**config.mk**
```make
export PLATFORM = sky130hd
export DESIGN_NAME = gsm7_septet_packer_core
export DESIGN_NICKNAME = d
export VERILOG_FILES = /design/src/rtl/gsp_pkg.sv /design/src/rtl/gsp_fifo.sv /design/src/rtl/gsp_front.sv /design/src/rtl/gsp_back.sv /design/src/rtl/gsm7_septet_packer_core.sv
export SDC_FILE = /design/constraint.sdc
export NUM_CORES = 1
export LEC_CHECK = 0
export ABC_AREA = 1
export BUFFER_PORTS_ARGS = -buffer_cell sky130_fd_sc_hd__buf_4
export CAP_MARGIN = 20
export CORE_MARGIN = 8
export CORE_UTILIZATION = 62
export DETAILED_ROUTE_END_ITERATION = 16
export PLACE_DENSITY = 0.82
export SYNTH_ARGS = -nofsm -noshare
export SYNTH_HDL_FRONTEND = slang
export SYNTH_SLANG_ARGS = --single-unit
```
**constraint.sdc**
```tcl
create_clock -name clk_i -period 3.3 [get_ports clk_i]
set_input_delay 0.33 -clock clk_i [delete_from_list [all_inputs] [get_ports clk_i]]
set_output_delay 0.33 -clock clk_i [all_outputs]
set_load 0.005 [all_outputs]
```
**src/rtl/gsp_pkg.sv**
```systemverilog
`default_nettype none

package gsp_pkg;

  typedef enum logic [1:0] {
    KIND_NONE,
    KIND_PLAIN,
    KIND_ESC
  } kind_e;

  typedef struct packed {
    kind_e      kind;
    logic [6:0] septet;
  } class_t;

  typedef struct packed {
    kind_e      kind;
    logic [6:0] septet;
    logic       last;
  } item_t;

  localparam logic [6:0] ESCAPE_SEPTET = 7'h1B;

  // Maps a UCS-2 code unit to its septet in the default alphabet, or to its
  // extension code behind the escape septet.
  function automatic class_t classify(logic [15:0] code);
    class_t r;
    r.kind   = KIND_PLAIN;
    r.septet = code[6:0];
    if ((code >= 16'h0020 && code <= 16'h0023) || (code >= 16'h0025 && code <= 16'h003F) ||
        (code >= 16'h0041 && code <= 16'h005A) || (code >= 16'h0061 && code <= 16'h007A) ||
        code == 16'h000A || code == 16'h000D) begin
      r.septet = code[6:0];
    end else begin
      case (code)
        16'h0040: r.septet = 7'h00;
        16'h00A3: r.septet = 7'h01;
        16'h0024: r.septet = 7'h02;
        16'h00A5: r.septet = 7'h03;
        16'h00E8: r.septet = 7'h04;
        16'h00E9: r.septet = 7'h05;
        16'h00F9: r.septet = 7'h06;
        16'h00EC: r.septet = 7'h07;
        16'h00F2: r.septet = 7'h08;
        16'h00C7: r.septet = 7'h09;
        16'h00D8: r.septet = 7'h0B;
        16'h00F8: r.septet = 7'h0C;
        16'h00C5: r.septet = 7'h0E;
        16'h00E5: r.septet = 7'h0F;
        16'h0394: r.septet = 7'h10;
        16'h005F: r.septet = 7'h11;
        16'h03A6: r.septet = 7'h12;
        16'h0393: r.septet = 7'h13;
        16'h039B: r.septet = 7'h14;
        16'h03A9: r.septet = 7'h15;
        16'h03A0: r.septet = 7'h16;
        16'h03A8: r.septet = 7'h17;
        16'h03A3: r.septet = 7'h18;
        16'h0398: r.septet = 7'h19;
        16'h039E: r.septet = 7'h1A;
        16'h00C6: r.septet = 7'h1C;
        16'h00E6: r.septet = 7'h1D;
        16'h00DF: r.septet = 7'h1E;
        16'h00C9: r.septet = 7'h1F;
        16'h00A4: r.septet = 7'h24;
        16'h00A1: r.septet = 7'h40;
        16'h00C4: r.septet = 7'h5B;
        16'h00D6: r.septet = 7'h5C;
        16'h00D1: r.septet = 7'h5D;
        16'h00DC: r.septet = 7'h5E;
        16'h00A7: r.septet = 7'h5F;
        16'h00BF: r.septet = 7'h60;
        16'h00E4: r.septet = 7'h7B;
        16'h00F6: r.septet = 7'h7C;
        16'h00F1: r.septet = 7'h7D;
        16'h00FC: r.septet = 7'h7E;
        16'h00E0: r.septet = 7'h7F;
        16'h000C: begin r.kind = KIND_ESC; r.septet = 7'h0A; end
        16'h005E: begin r.kind = KIND_ESC; r.septet = 7'h14; end
        16'h007B: begin r.kind = KIND_ESC; r.septet = 7'h28; end
        16'h007D: begin r.kind = KIND_ESC; r.septet = 7'h29; end
        16'h005C: begin r.kind = KIND_ESC; r.septet = 7'h2F; end
        16'h005B: begin r.kind = KIND_ESC; r.septet = 7'h3C; end
        16'h007E: begin r.kind = KIND_ESC; r.septet = 7'h3D; end
        16'h005D: begin r.kind = KIND_ESC; r.septet = 7'h3E; end
        16'h007C: begin r.kind = KIND_ESC; r.septet = 7'h40; end
        16'h20AC: begin r.kind = KIND_ESC; r.septet = 7'h65; end
        default: begin r.kind = KIND_NONE; r.septet = 7'h00; end
      endcase
    end
    return r;
  endfunction

  // Fill bits that align the first septet after a header and its length octet.
  // Since 8 is 1 modulo 7, the residue is the sum of the octal digits.
  function automatic logic [3:0] fill_bits(logic [7:0] hdr_len);
    logic [8:0] x;
    logic [4:0] s;
    logic [3:0] t;
    logic [2:0] r;
    logic [3:0] f;
    x = {1'b0, hdr_len} + 9'd1;
    s = 5'(x[2:0]) + 5'(x[5:3]) + 5'(x[8:6]);
    t = 4'(s[2:0]) + 4'(s[4:3]);
    r = (t >= 4'd7) ? 3'(t - 4'd7) : t[2:0];
    if (hdr_len == 8'd0 || r == 3'd0) begin
      f = 4'd0;
    end else begin
      f = 4'd7 - 4'(r);
    end
    return f;
  endfunction

endpackage

`default_nettype wire

```
**src/rtl/gsp_fifo.sv**
```systemverilog
`default_nettype none

module gsp_fifo #(
  parameter int Width = 10,
  parameter int Depth = 4
) (
  input  wire logic             clk_i,
  input  wire logic             rst_ni,
  input  wire logic             push_i,
  input  wire logic [Width-1:0] wdata_i,
  output logic                  full_o,
  input  wire logic             pop_i,
  output logic [Width-1:0]      rdata_o,
  output logic                  empty_o
);

  localparam int PtrW = (Depth > 1) ? $clog2(Depth) : 1;
  localparam int CntW = $clog2(Depth + 1);
  localparam logic [PtrW-1:0] LastPtr = PtrW'(Depth - 1);
  localparam logic [CntW-1:0] DepthCnt = CntW'(Depth);

  logic [Width-1:0] mem_q [Depth];
  logic [PtrW-1:0]  wr_ptr_q, wr_ptr_d, rd_ptr_q, rd_ptr_d;
  logic [CntW-1:0]  cnt_q, cnt_d;
  logic             do_push, do_pop;

  assign full_o  = (cnt_q == DepthCnt);
  assign empty_o = (cnt_q == '0);
  assign rdata_o = mem_q[rd_ptr_q];
  assign do_push = push_i && !full_o;
  assign do_pop  = pop_i && !empty_o;

  always_comb begin
    wr_ptr_d = wr_ptr_q;
    rd_ptr_d = rd_ptr_q;
    cnt_d    = cnt_q;
    if (do_push) begin
      wr_ptr_d = (wr_ptr_q == LastPtr) ? '0 : wr_ptr_q + PtrW'(1);
    end
    if (do_pop) begin
      rd_ptr_d = (rd_ptr_q == LastPtr) ? '0 : rd_ptr_q + PtrW'(1);
    end
    if (do_push && !do_pop) begin
      cnt_d = cnt_q + CntW'(1);
    end else if (do_pop && !do_push) begin
      cnt_d = cnt_q - CntW'(1);
    end
  end

  always_ff @(posedge clk_i or negedge rst_ni) begin
    if (!rst_ni) begin
      wr_ptr_q <= '0;
      rd_ptr_q <= '0;
      cnt_q    <= '0;
    end else begin
      wr_ptr_q <= wr_ptr_d;
      rd_ptr_q <= rd_ptr_d;
      cnt_q    <= cnt_d;
    end
  end

  always_ff @(posedge clk_i) begin
    if (do_push) begin
      mem_q[wr_ptr_q] <= wdata_i;
    end
  end

endmodule

`default_nettype wire

```
**src/rtl/gsp_front.sv**
```systemverilog
`default_nettype none

module gsp_front (
  input  wire logic         s_axis_tvalid_i,
  output logic              s_axis_tready_o,
  input  wire logic [15:0]  s_axis_tdata_i,
  input  wire logic         s_axis_tlast_i,
  input  wire logic         q_full_i,
  output logic              q_push_o,
  output gsp_pkg::item_t    q_item_o
);

  gsp_pkg::class_t cls;

  assign cls             = gsp_pkg::classify(s_axis_tdata_i);
  assign s_axis_tready_o = !q_full_i;

  // A dropped character only matters when it closes the message.
  assign q_push_o = s_axis_tvalid_i && !q_full_i &&
                    (cls.kind != gsp_pkg::KIND_NONE || s_axis_tlast_i);

  always_comb begin
    q_item_o.kind   = cls.kind;
    q_item_o.septet = cls.septet;
    q_item_o.last   = s_axis_tlast_i;
  end

endmodule

`default_nettype wire

```
**src/rtl/gsp_back.sv**
```systemverilog
`default_nettype none

module gsp_back (
  input  wire logic           clk_i,
  input  wire logic           rst_ni,
  input  wire logic           cfg_we_i,
  input  wire logic [7:0]     cfg_wdata_i,
  input  wire gsp_pkg::item_t q_item_i,
  input  wire logic           q_empty_i,
  output logic                q_pop_o,
  output logic                m_axis_tvalid_o,
  input  wire logic           m_axis_tready_i,
  output logic [7:0]          m_axis_tdata_o,
  output logic                m_axis_tlast_o
);

  localparam logic [1:0] PH_FIRST  = 2'd0;
  localparam logic [1:0] PH_SECOND = 2'd1;
  localparam logic [1:0] PH_FLUSH  = 2'd2;

  logic [1:0]  phase_q, phase_d;
  logic [3:0]  fill_q;
  logic [7:0]  buf_q, buf_d;
  logic [3:0]  cnt_q, cnt_d;
  logic        start_q, start_d;
  logic        out_valid_q, out_valid_d;
  logic [7:0]  out_data_q;
  logic        out_last_q;

  logic        fire, is_flush, done, emit, emit_last;
  logic [6:0]  septet;
  logic [7:0]  base_buf;
  logic [3:0]  base_cnt, new_cnt;
  logic [14:0] merged;
  logic [7:0]  emit_data;

  assign fire = !q_empty_i && (!out_valid_q || m_axis_tready_i);

  always_comb begin
    is_flush = 1'b0;
    done     = 1'b0;
    septet   = q_item_i.septet;
    case (phase_q)
      PH_FIRST: begin
        if (q_item_i.kind == gsp_pkg::KIND_NONE) begin
          is_flush = 1'b1;
          done     = 1'b1;
        end else if (q_item_i.kind == gsp_pkg::KIND_ESC) begin
          septet = gsp_pkg::ESCAPE_SEPTET;
        end else begin
          done = !q_item_i.last;
        end
      end
      PH_SECOND: begin
        done = !q_item_i.last;
      end
      default: begin
        is_flush = 1'b1;
        done     = 1'b1;
      end
    endcase
  end

  always_comb begin
    base_buf = start_q ? 8'd0 : buf_q;
    base_cnt = start_q ? fill_q : cnt_q;
    merged   = {7'd0, base_buf} | (15'(septet) << base_cnt);
    new_cnt  = base_cnt + 4'd7;

    buf_d     = buf_q;
    cnt_d     = cnt_q;
    start_d   = start_q;
    phase_d   = phase_q;
    emit      = 1'b0;
    emit_last = 1'b0;
    emit_data = merged[7:0];

    if (fire) begin
      if (is_flush) begin
        emit      = !start_q;
        emit_last = 1'b1;
        emit_data = buf_q;
        buf_d     = 8'd0;
        cnt_d     = 4'd0;
        start_d   = 1'b1;
      end else begin
        start_d = 1'b0;
        if (new_cnt > 4'd8) begin
          emit  = 1'b1;
          buf_d = merged[14:8] == 7'd0 ? 8'd0 : {1'b0, merged[14:8]};
          cnt_d = new_cnt - 4'd8;
        end else begin
          buf_d = merged[7:0];
          cnt_d = new_cnt;
        end
      end
      if (done) begin
        phase_d = PH_FIRST;
      end else if (phase_q == PH_FIRST && q_item_i.kind == gsp_pkg::KIND_ESC) begin
        phase_d = PH_SECOND;
      end else begin
        phase_d = PH_FLUSH;
      end
    end

    if (fire && emit) begin
      out_valid_d = 1'b1;
    end else if (m_axis_tready_i) begin
      out_valid_d = 1'b0;
    end else begin
      out_valid_d = out_valid_q;
    end
  end

  assign q_pop_o = fire && done;

  always_ff @(posedge clk_i or negedge rst_ni) begin
    if (!rst_ni) begin
      phase_q     <= PH_FIRST;
      fill_q      <= 4'd0;
      buf_q       <= 8'd0;
      cnt_q       <= 4'd0;
      start_q     <= 1'b1;
      out_valid_q <= 1'b0;
    end else begin
      phase_q     <= phase_d;
      buf_q       <= buf_d;
      cnt_q       <= cnt_d;
      start_q     <= start_d;
      out_valid_q <= out_valid_d;
      if (cfg_we_i) begin
        fill_q <= gsp_pkg::fill_bits(cfg_wdata_i);
      end
    end
  end

  always_ff @(posedge clk_i) begin
    if (fire && emit) begin
      out_data_q <= emit_data;
      out_last_q <= emit_last;
    end
  end

  assign m_axis_tvalid_o = out_valid_q;
  assign m_axis_tdata_o  = out_data_q;
  assign m_axis_tlast_o  = out_last_q;

endmodule

`default_nettype wire

```
**src/rtl/gsm7_septet_packer_core.sv**
```systemverilog
// A plain character that completes an octet passes the queue, then the output register.
// Throughput: one plain character per cycle while neither queue nor output stalls; an escaped
// character packs as the escape septet, then its code; a closing one adds a final flush.
// Behind a small queue, the packing stage does one septet or flush per cycle unless stalled.
// Reset clears the queue, the bit buffer and the output valid flag; the header length reads as
// zero and the next character starts a new message.
`default_nettype none

module gsm7_septet_packer_core #(
  parameter int FifoDepth = 4
) (
  input  wire logic        clk_i,
  input  wire logic        rst_ni,
  input  wire logic        cfg_we_i,
  input  wire logic [7:0]  cfg_wdata_i,      // header_length
  input  wire logic        s_axis_tvalid_i,
  output logic             s_axis_tready_o,
  input  wire logic [15:0] s_axis_tdata_i,   // char_code
  input  wire logic        s_axis_tlast_i,
  output logic             m_axis_tvalid_o,
  input  wire logic        m_axis_tready_i,
  output logic [7:0]       m_axis_tdata_o,   // packed_octet
  output logic             m_axis_tlast_o
);

  localparam int ItemW = $bits(gsp_pkg::item_t);

  gsp_pkg::item_t push_item, head_item;
  logic           q_push, q_full, q_pop, q_empty;

  gsp_front u_front (
    .s_axis_tvalid_i (s_axis_tvalid_i),
    .s_axis_tready_o (s_axis_tready_o),
    .s_axis_tdata_i  (s_axis_tdata_i),
    .s_axis_tlast_i  (s_axis_tlast_i),
    .q_full_i        (q_full),
    .q_push_o        (q_push),
    .q_item_o        (push_item)
  );

  gsp_fifo #(
    .Width (ItemW),
    .Depth (FifoDepth)
  ) u_fifo (
    .clk_i   (clk_i),
    .rst_ni  (rst_ni),
    .push_i  (q_push),
    .wdata_i (push_item),
    .full_o  (q_full),
    .pop_i   (q_pop),
    .rdata_o (head_item),
    .empty_o (q_empty)
  );

  gsp_back u_back (
    .clk_i           (clk_i),
    .rst_ni          (rst_ni),
    .cfg_we_i        (cfg_we_i),
    .cfg_wdata_i     (cfg_wdata_i),
    .q_item_i        (head_item),
    .q_empty_i       (q_empty),
    .q_pop_o         (q_pop),
    .m_axis_tvalid_o (m_axis_tvalid_o),
    .m_axis_tready_i (m_axis_tready_i),
    .m_axis_tdata_o  (m_axis_tdata_o),
    .m_axis_tlast_o  (m_axis_tlast_o)
  );

endmodule

`default_nettype wire
```
# Yosys cells after proc, flatten, opt, wreduce, memory -nomap -nowiden
# Memories as Yosys holds them, arrays and structs flattened.
# Cells that the tools add are included.
[op_classes] addsub=12 order_cmp=10 n_eq_ne=59 shifts=1 mux=37 bitwise_logic=1 n_reduce_logical=42
[op_table] cell="$eq 16x8->1 const B" n=29
[op_table] cell="$pmux 7 s49" n=1
[op_table] cell="$eq 16x10->1 const B" n=10
[op_table] cell="$eq 16x7->1 const B" n=10
[op_table] cell="$eq 16x4->1 const B" n=3
[op_table] cell="$reduce_or 42->1" n=1
[op_table] cell="$mux 8" n=5
[op_table] cell="$mux 7" n=5
[op_table] cell="$ge 16x6->1 const B" n=2
[op_table] cell="$ge 16x7->1 const B" n=2
[op_table] cell="$le 16x6->1 const B" n=2
[op_table] cell="$le 16x7->1 const B" n=2
[op_table] cell="$eq 16x14->1 const B" n=1
[op_table] cell="$eq 16x6->1 const B" n=1
[op_table] cell="$mux 4" n=4
[op_table] cell="$or 8x15->15" n=1
[op_table] cell="$shl 7x4->15" n=1
[op_table] cell="$logic_and 1x1->1" n=14
[op_table] cell="$mux 1" n=11
[op_table] cell="$mux 2" n=5
[op_table] cell="$reduce_or 10->1" n=1
[op_table] cell="$add 8x1->9 const B" n=1
[op_table] cell="$mux 3" n=3
[op_table] cell="$logic_not 8->1" n=1
[op_table] cell="other kinds (24)" n=46
[totals] register_bits=36 ramBits=40 out_inout_bits=11 memories=1
[mem_list] name="u_fifo.mem_q" depth=4 word_bits=10 rd=1 rd_ports_with_merged_regs=0 wr=1 line="gsp_fifo.sv:22" rtl="logic [Width-1:0] mem_q [Depth];"

# Longest topological paths before layout
# Gate-level depths: netlist of the first run.
[logic_depth] word_depth=16 ltp_mapped=21 mapped_depth_nobuf=21

# Cells and area by module
# A second synthesis of the first run with hierarchy kept.
[hier_totals] hier_cells=867 area_unflattened_um2=6153.4
[by_module_without_submodules] module="gsp_back" instances=1 cells_each=329 area_per_inst_um2=2377.3 seq_area_each_um2=747.0
[by_module_without_submodules] module="gsp_fifo" instances=1 cells_each=177 area_per_inst_um2=2085.8 seq_area_each_um2=1376.3
[by_module_without_submodules] module="gsp_front" instances=1 cells_each=361 area_per_inst_um2=1690.4 seq_area_each_um2=0.0

# Worst setup path before layout of the first run
# Ideal clock, no wire load.
[synth_path] kind="input to register" startpoint="input cfg_wdata_i[0]" endpoint="register u_back.fill_q[0]" setup_ps=125 t_arrival_ps=3427 slack_ps=-252 stages=20 cell_sequence="ha_1 -> nand2_1 -> o21ai_0 -> o21ai_0 -> fa_1 -> inv_1 -> ha_1 -> a21oi_1 -> nor2_1 -> nor2_1 -> xor2_1 -> ha_1 -> fa_1 -> ha_1 -> nand2_1 -> nand2_1 -> xnor2_1 -> nand3_1 -> nand2_1 -> o22ai_1"
[synth_via] elab_chain_cells=9
[synth_lines] item="start, declared" line="gsm7_septet_packer_core.sv:15" rtl="input wire logic [7:0] cfg_wdata_i,"
[synth_lines] item="parallel branches: the longest is 8 deep, another holds $add 8x1->9"
[synth_lines] item="$mux 4 (*)" line="gsp_pkg.sv:106" rtl="if (hdr_len == 8'd0 || r == 3'd0) begin"
[synth_lines] item="end signal, assigned" line="gsp_back.sv:132" rtl="fill_q <= gsp_pkg::fill_bits(cfg_wdata_i);"
[synth_lines] item="end, declared" line="gsp_back.sv:22" rtl="logic [3:0] fill_q;"
# Every way passes the cells marked *.
# A chain may end at the register's enable or synchronous reset.

# Final worst setup path of the first run
[layout_path] startpoint="input cfg_wdata_i[0]" endpoint="register u_back.fill_q[1]"
# Same word-level chain as after synthesis.

==> results.cfg, run 1 <==
[outcome]
status = complete, but fails checks
violations = negative setup slack

[timing]
tns_ns = -0.584
fin_crit_sh = 1.06
worst_slew_pin_slew_ns = 0.561
hold_ws_ns = 0.195
setup_violations = 3
finalCriticalPeriod_ns = 3.51
finClkSkew_ns = 0.00929
hold_viol = 0
layout_setup_ws_ns = -0.210
fmax_ghz = 0.285
final_max_slew_viol_count = 0
slew_headroom = 0.626
rsz0062_at_grt = true

[drt]
postRouteAntennaNets = 0
drtPass1Iterations = 6
vias = 5576
routed_wl_um = 15200
drc = 0
wire_per_inst_um = 16.2
dr.first_iter.drc_count = 545
vias_per_cell = 5.96

[power]
p_int_uw = 2810
p_leak_uw = 0.00319
pwr-share-seq = 0.282
power_density_nw_per_um2 = 796
clock_power_share = 0.137
switching_share = 0.463
p_sw_uw = 2420
irDropWorstVdd_v = 0.000411
pwr-share-comb = 0.580

[critical_path]
critical_path.cell_chain = buf_8, ha_4, nand2_4, o21ai_2, o21ai_2, fa_2, inv_2, ha_4, a21oi_2, nor2_1, nor2_1, xor2_1, ha_2, fa_1, ha_2, nand2_2, nand2_4, nor2_4, a21oi_2, nand3_1, nand2_2, o22ai_1
slowest_stage = fa_2
worst_setup_path_start_kind = primary input
worstSetupPathType = in -> reg
reg2reg_to = u_fifo.cnt_q[2]
critPathArrivalTime_ns = 3.74
cp_max_fo = 4
r2r_cells = 15
required_ns = 3.53
r2r-start = u_fifo.rd_ptr_q[0]
cp-end-kind = flip-flop
reg2reg_slack_ns = 0.44
cpPeakStageDelay_ns = 0.56

[floorplan]
fp.dieH_um = 111
fp-row-count = 34
ios = 41
coreArea_um2 = 8760
dieArea_um2 = 12400
fp.dieW_um = 111
initial_core_util = 0.640

[clocking]
htreeDepth = 3
clkLatencyLatePin_ns = 0.35
clk_pin_slew_ns = 0.08
cts-root-buf = clkbuf_8
cts_tree = yes
cts.path.max_buffers = 2
clock_sinks = 75
cts_made_buffers = 9

[placed_design]
pre_cts_ws_ns = -0.560
dpl.hpwl_um = 11300
place_congestion = 1.00
post-place-cells = 910
io_buffer_count = 40

[global_routing]
antenna_found_initial = 0
grt_pass1_wl_um = 24800
track_usage = 0.238
grt_use_met2 = 0.404
grt_overflow = 0
use_met3 = 0.0595
met1_usage = 0.278
grt_pass1_vias = 5379
grt_max_degree = 27
grt_busiest_layer = met2

[synthesis]
netlist_area_um2 = 5610
syn_area_per_cell_um2 = 7.48
synthSimpleGateAreaFrac = 0.381
yosys_warnings = 0
synthCells = 750
syn-num-nets = 802
synth_fa_ha_area_frac = 0.0544
synth-xor-area-share = 0.0187
ys_types = 51
synth-seq-area-share = 0.378
synth-compound-area-share = 0.0827
ys_seq_elements = 75
synthMuxAreaShare = 0
synth_top_family_by_area = simple AND/OR/NAND/NOR gates

[worst_hold_path]
hold-path-endpoint = u_fifo.mem_q[2][0]
holdPathStages = 1
hold_path_class = in -> reg
holdCritStartpoint = s_axis_tlast_i

[finish]
diodes = 0
drive_gt1_frac = 0.221
nets = 875
final_cells = 936
area_delta_synth_final_pct = 17.1
fillerInstances = 618

[run]
maxCapViolCount = 0
## power groups by stage
stage | Sequential, uW | Clock, uW | Combinational (uW)
floorplan | 1450 | 0 | 2130
global placement | 1480 | 0 | 2770
detailed placement | 1490 | 0 | 2880
CTS | 1480 | 720 | 2950
global route | 1500 | 760 | 3380
finish | 1480 | 718 | 3030
## how the worst max path moves through the flow
stage                               from               end  slack, ns  depth (start not counted)
after floorplan           cfg_wdata_i[0]  u_back.fill_q[0]      -0.16                         21
after global placement    cfg_wdata_i[0]  u_back.fill_q[0]      -0.40                         22
after detailed placement  cfg_wdata_i[0]  u_back.fill_q[0]      -0.56                         22
after CTS                 cfg_wdata_i[1]  u_back.fill_q[1]      -0.06                         22
after global routing      cfg_wdata_i[0]  u_back.fill_q[1]      -0.28                         22
final                     cfg_wdata_i[0]  u_back.fill_q[1]      -0.21                         22
## cell usage in the layout (no fill, tap or decap), types with 5 or more instances in the layout
cell type | synthesis | routed
a21oi_1 | 13 | 10
nand3_1 | 98 | 97
nand4_1 | 21 | 21
ha_1 | 18 | 13
inv_2 | 11 | 16
buf_4 | 5 | 76
xor2_1 | 7 | 7
nor2_4 | 6 | 7
o21ai_1 | 9 | 10
edfxtp_1 | 49 | 49
nor2_1 | 91 | 89
inv_1 | 82 | 77
o21ai_0 | 29 | 26
nor3_1 | 5 | 5
nor2_2 | 14 | 15
nand3_2 | 10 | 11
nand2_2 | 9 | 12
dfrtp_1 | 25 | 25
clkbuf_8 | 0 | 9
nand2_1 | 180 | 175
o22ai_1 | 10 | 10
## critical path: cells and delay by family
family          cells  cell delay (ns)
fa+ha+maj           6             1.90
simple gates        8             0.70
compound gates      5             0.47
xor+xnor            1             0.17
buf+inv             2             0.15
## per-stage QoR
stage	instance area [um2]	power, uW	util
after floorplan	5670	3580	-
after global placement	6220	4240	0.710
after detailed placement	6220	4370	0.710
after CTS	6520	5140	0.744
after global routing	6570	5640	0.750
final	6570	5230	0.750
## synth_stat cells (all sizes together)
master,instances,share of area
nand3b,1,0.0013
nor2,112,0.092
or2,1,0.0011
o211ai,2,0.0027
dfstp,1,0.0047
a211oi,1,0.0013
o22ai,11,0.013
clkinv,1,0.00067
buf,17,0.022
nor4,4,0.0045
and2,2,0.0022
o21a,1,0.0013
nor3b,2,0.0036
clkbuf,1,0.00067
a211o,2,0.0031
o21ai,40,0.037
a21boi,1,0.0013
and3,1,0.0011
a22oi,2,0.0027
dfrtp,25,0.11
nand2,190,0.13
inv,93,0.062
nor3,5,0.0045
nand3,109,0.11
a31oi,5,0.0067
nand4,23,0.029
fa,4,0.014
edfxtp,49,0.26
a21oi,14,0.013
xor2,7,0.011
ha,18,0.040
xnor2,5,0.0078
## layer usage
layer | routed length, um | share of wire
met5 | 0 | 0
met4 | 584 | 0.038
met3 | 1200 | 0.079
met2 | 7340 | 0.48
met1 | 6080 | 0.40
## registers in the layout, summed over array words and instances, names as in the netlist, 2 cells and up
signal	cells
u_fifo.wr_ptr_q	2
u_back.phase_q	2
u_back.cnt_q	4
u_fifo.mem_q	40
u_back.m_axis_tdata_o	8
u_back.fill_q	3
u_back.buf_q	8
u_fifo.cnt_q	3
u_fifo.rd_ptr_q	2
## kinds of logic after synthesis
logic type,after synthesis
compound gates,79
xor+xnor,12
fa+ha+maj,22
buf+inv,112
flops,75
simple gates,450
## final cells by class
| cell class | count | area [um2] | area share |
|---|---|---|---|
| multi-input combinational | 563 | 3130 | 0.476 |
| sequential | 75 | 2120 | 0.323 |
| timing repair buffer | 80 | 631 | 0.0960 |
| inverter | 94 | 353 | 0.0537 |
| tap | 108 | 135 | 0.0206 |
| clock buffer | 9 | 124 | 0.0189 |
| clock inverter | 7 | 77.6 | 0.0118 |
## what timing repair did
| item | 4_1_cts | 5_1_grt |
|---|---|---|
| hold endpoints to repair | 25 | 0 |
| pin swaps | 18 | 12 |
| resized for setup | 14 | 6 |
| hold buffers | 1 | 0 |
| setup buffers | 5 | 4 |
| endpoints found under the setup margin | 3 | 3 |
Note: power is estimated with default switching activity, not from simulation.
==> run 2, diff against run 1 <==
--- a/config.mk
+++ b/config.mk
@@ -9,9 +9,9 @@
 export BUFFER_PORTS_ARGS = -buffer_cell sky130_fd_sc_hd__buf_4
 export CAP_MARGIN = 20
 export CORE_MARGIN = 8
-export CORE_UTILIZATION = 62
+export CORE_UTILIZATION = 65
 export DETAILED_ROUTE_END_ITERATION = 16
-export PLACE_DENSITY = 0.82
+export PLACE_DENSITY = 0.85
 export SYNTH_ARGS = -nofsm -noshare
 export SYNTH_HDL_FRONTEND = slang
 export SYNTH_SLANG_ARGS = --single-unit
==> constraint.sdc (replaced) <==
create_clock -name clk_i -period 4.1 [get_ports clk_i]
set_input_delay 0.82 -clock clk_i [delete_from_list [all_inputs] [get_ports clk_i]]
set_output_delay 0.82 -clock clk_i [all_outputs]
set_load 0.005 [all_outputs]
==> results.cfg, run 2 (synthesis gave the netlist of run 1 again) <==
[timing]
finClkSkew_ns = 0.0101
rsz0062_at_grt = true
finalCriticalPeriod_ns = 4.00
fin_crit_sh = 0.976
tns_ns = 0
slew_headroom = 0.413
hold_ws_ns = 0.355
worst_slew_pin_slew_ns = 0.874
final_max_slew_viol_count = 0
fmax_ghz = 0.250
setup_violations = 0
layout_setup_ws_ns = 0.0996
hold_viol = 0

[critical_path]
cp_max_fo = 3
critPathArrivalTime_ns = 4.25
r2r-start = u_fifo.rd_ptr_q[0]
worst_setup_path_start_kind = primary input
slowest_stage = fa_2
required_ns = 4.35
reg2reg_slack_ns = 1.23
critical_path.cell_chain = buf_8, ha_4, nand2_4, o21ai_2, o21ai_2, fa_2, inv_2, ha_4, a21oi_2, nor2_1, nor2_1, xor2_1, ha_2, fa_1, ha_2, nand2_2, nand2_4, nor2_2, a21oi_2, nand3_1, nand2_2, o22ai_2
reg2reg_to = u_fifo.cnt_q[2]
worstSetupPathType = in -> reg
cpPeakStageDelay_ns = 0.58
crit_start = cfg_wdata_i[1]
r2r_cells = 16
cp-end-kind = flip-flop

[clocking]
cts.path.max_buffers = 2
cts_tree = yes
clk_pin_slew_ns = 0.09
cts-root-buf = clkbuf_8
htreeDepth = 3
postCtsSetupBuffers = 0
cts_made_buffers = 9
clkLatencyLatePin_ns = 0.36
clock_sinks = 75

[floorplan]
fp.dieH_um = 109
initial_core_util = 0.656
fp.dieW_um = 109
coreArea_um2 = 8550
ios = 41
fp-row-count = 34
dieArea_um2 = 11900

[power]
irDropWorstVdd_v = 0.000321
p_leak_uw = 0.00305
power_density_nw_per_um2 = 641

[finish]
final_cells = 909
largest_register_ffs = 40
nets = 848
top_register = u_fifo.mem_q
fillerInstances = 635
postLayoutCellArea_um2 = 6310
layout_commonest_cell = nand2_1
drive_gt1_frac = 0.187
area_delta_synth_final_pct = 12.5
final_cell_mix = nand2_1, nand3_1, nor2_1, inv_1, buf_4
diodes = 0

[outcome]
status = finished, final reports clean

[placed_design]
dpl.hpwl_um = 10600
place_congestion = 0.987
post-place-cells = 893
placed_area_um2 = 6020
pre_cts_ws_ns = -0.413
io_buffer_count = 40

[drt]
vias_per_cell = 5.92
routed_wl_um = 14600
wl_met1_um = 5900
vias = 5377
dr_wl_met3_um = 1090
drc = 0
wire_per_inst_um = 16.0
drtPass1Iterations = 5
route.met2.wl_um = 7150
dr.first_iter.drc_count = 465
highest_layer = met4
postRouteAntennaNets = 0

[global_routing]
antenna_found_initial = 0
grt_max_degree = 31
grt_pass1_wl_um = 23500
track_usage = 0.248
grt_overflow = 0
grt_pass1_vias = 5183

[run]
maxCapViolCount = 0

[worst_hold_path]
hold_path_class = in -> async
[run 2: changes by cell type in the layout (fill, tap and decap cells not counted), sizes merged]
cell         previous run  this run
buf                    79        53
clkinvlp                1         2
clkinv                  5         1
inv                    94        98
bufinv                  1         0
dlygate4sd3             1         0
[run 2: where the power goes]
part	total (uW)	leakage (uW)	internal, uW	switching [uW]
logic	2310	0.00216	798	1510
clock network	546	0.0000907	234	312
registers	1190	0.000805	1060	126
total	4050	0.00305	2100	1950
[run 2: metal layers]
metal | up-vias | GRT usage
li1 | 2605 | -
met1 | 2452 | 0.303
met2 | 270 | 0.422
met3 | 50 | 0.0402
met4 | 0 | 0.113
met5 | - | 0
[run 2: worst max path at each step]
stage                             endpoint  slack (ns)  cells past startpoint
after floorplan           u_back.fill_q[0]        0.06                     20
after global placement    u_back.fill_q[2]       -0.18                     22
after detailed placement  u_back.fill_q[2]       -0.41                     21
after CTS                 u_back.fill_q[2]        0.01                     21
after global routing      u_back.fill_q[0]       -0.10                     22
final                     u_back.fill_q[0]         0.1                     22
[run 2: critical path: cells and delay by family]
family,cells,cell delay [ns]
AND/OR/NAND/NOR,8,0.72
adder cells (fa/ha/maj),6,1.93
buffers and inverters,2,0.13
AO/OA/AOI/OAI,5,0.48
XOR/XNOR,1,0.16
[run 2: metrics by stage]
step / power, uW / utilization
3_3_place_gp: 3270 / 0.704
2_1_floorplan: 2850 / -
3_5_place_dp: 3380 / 0.704
6_report: 4050 / 0.739
4_1_cts: 3940 / 0.727
5_1_grt: 4370 / 0.739
[run 2: area by class of cell]
class / instances / area, um2 / area share
Clock buffer: 9 / 124 / 0.0196
Clock inverter: 7 / 63.8 / 0.0101
Inverter: 94 / 353 / 0.0559
Multi-Input combinational cell: 563 / 3100 / 0.491
Sequential cell: 75 / 2120 / 0.336
Tap cell: 108 / 135 / 0.0214
Timing Repair Buffer: 53 / 413 / 0.0654
[run 2: what timing repair did]
item                       4_1_cts  5_1_grt
resized for setup                2       26
hold buffers                     0        0
setup endpoints to repair        3        3
pin swaps                        0       13
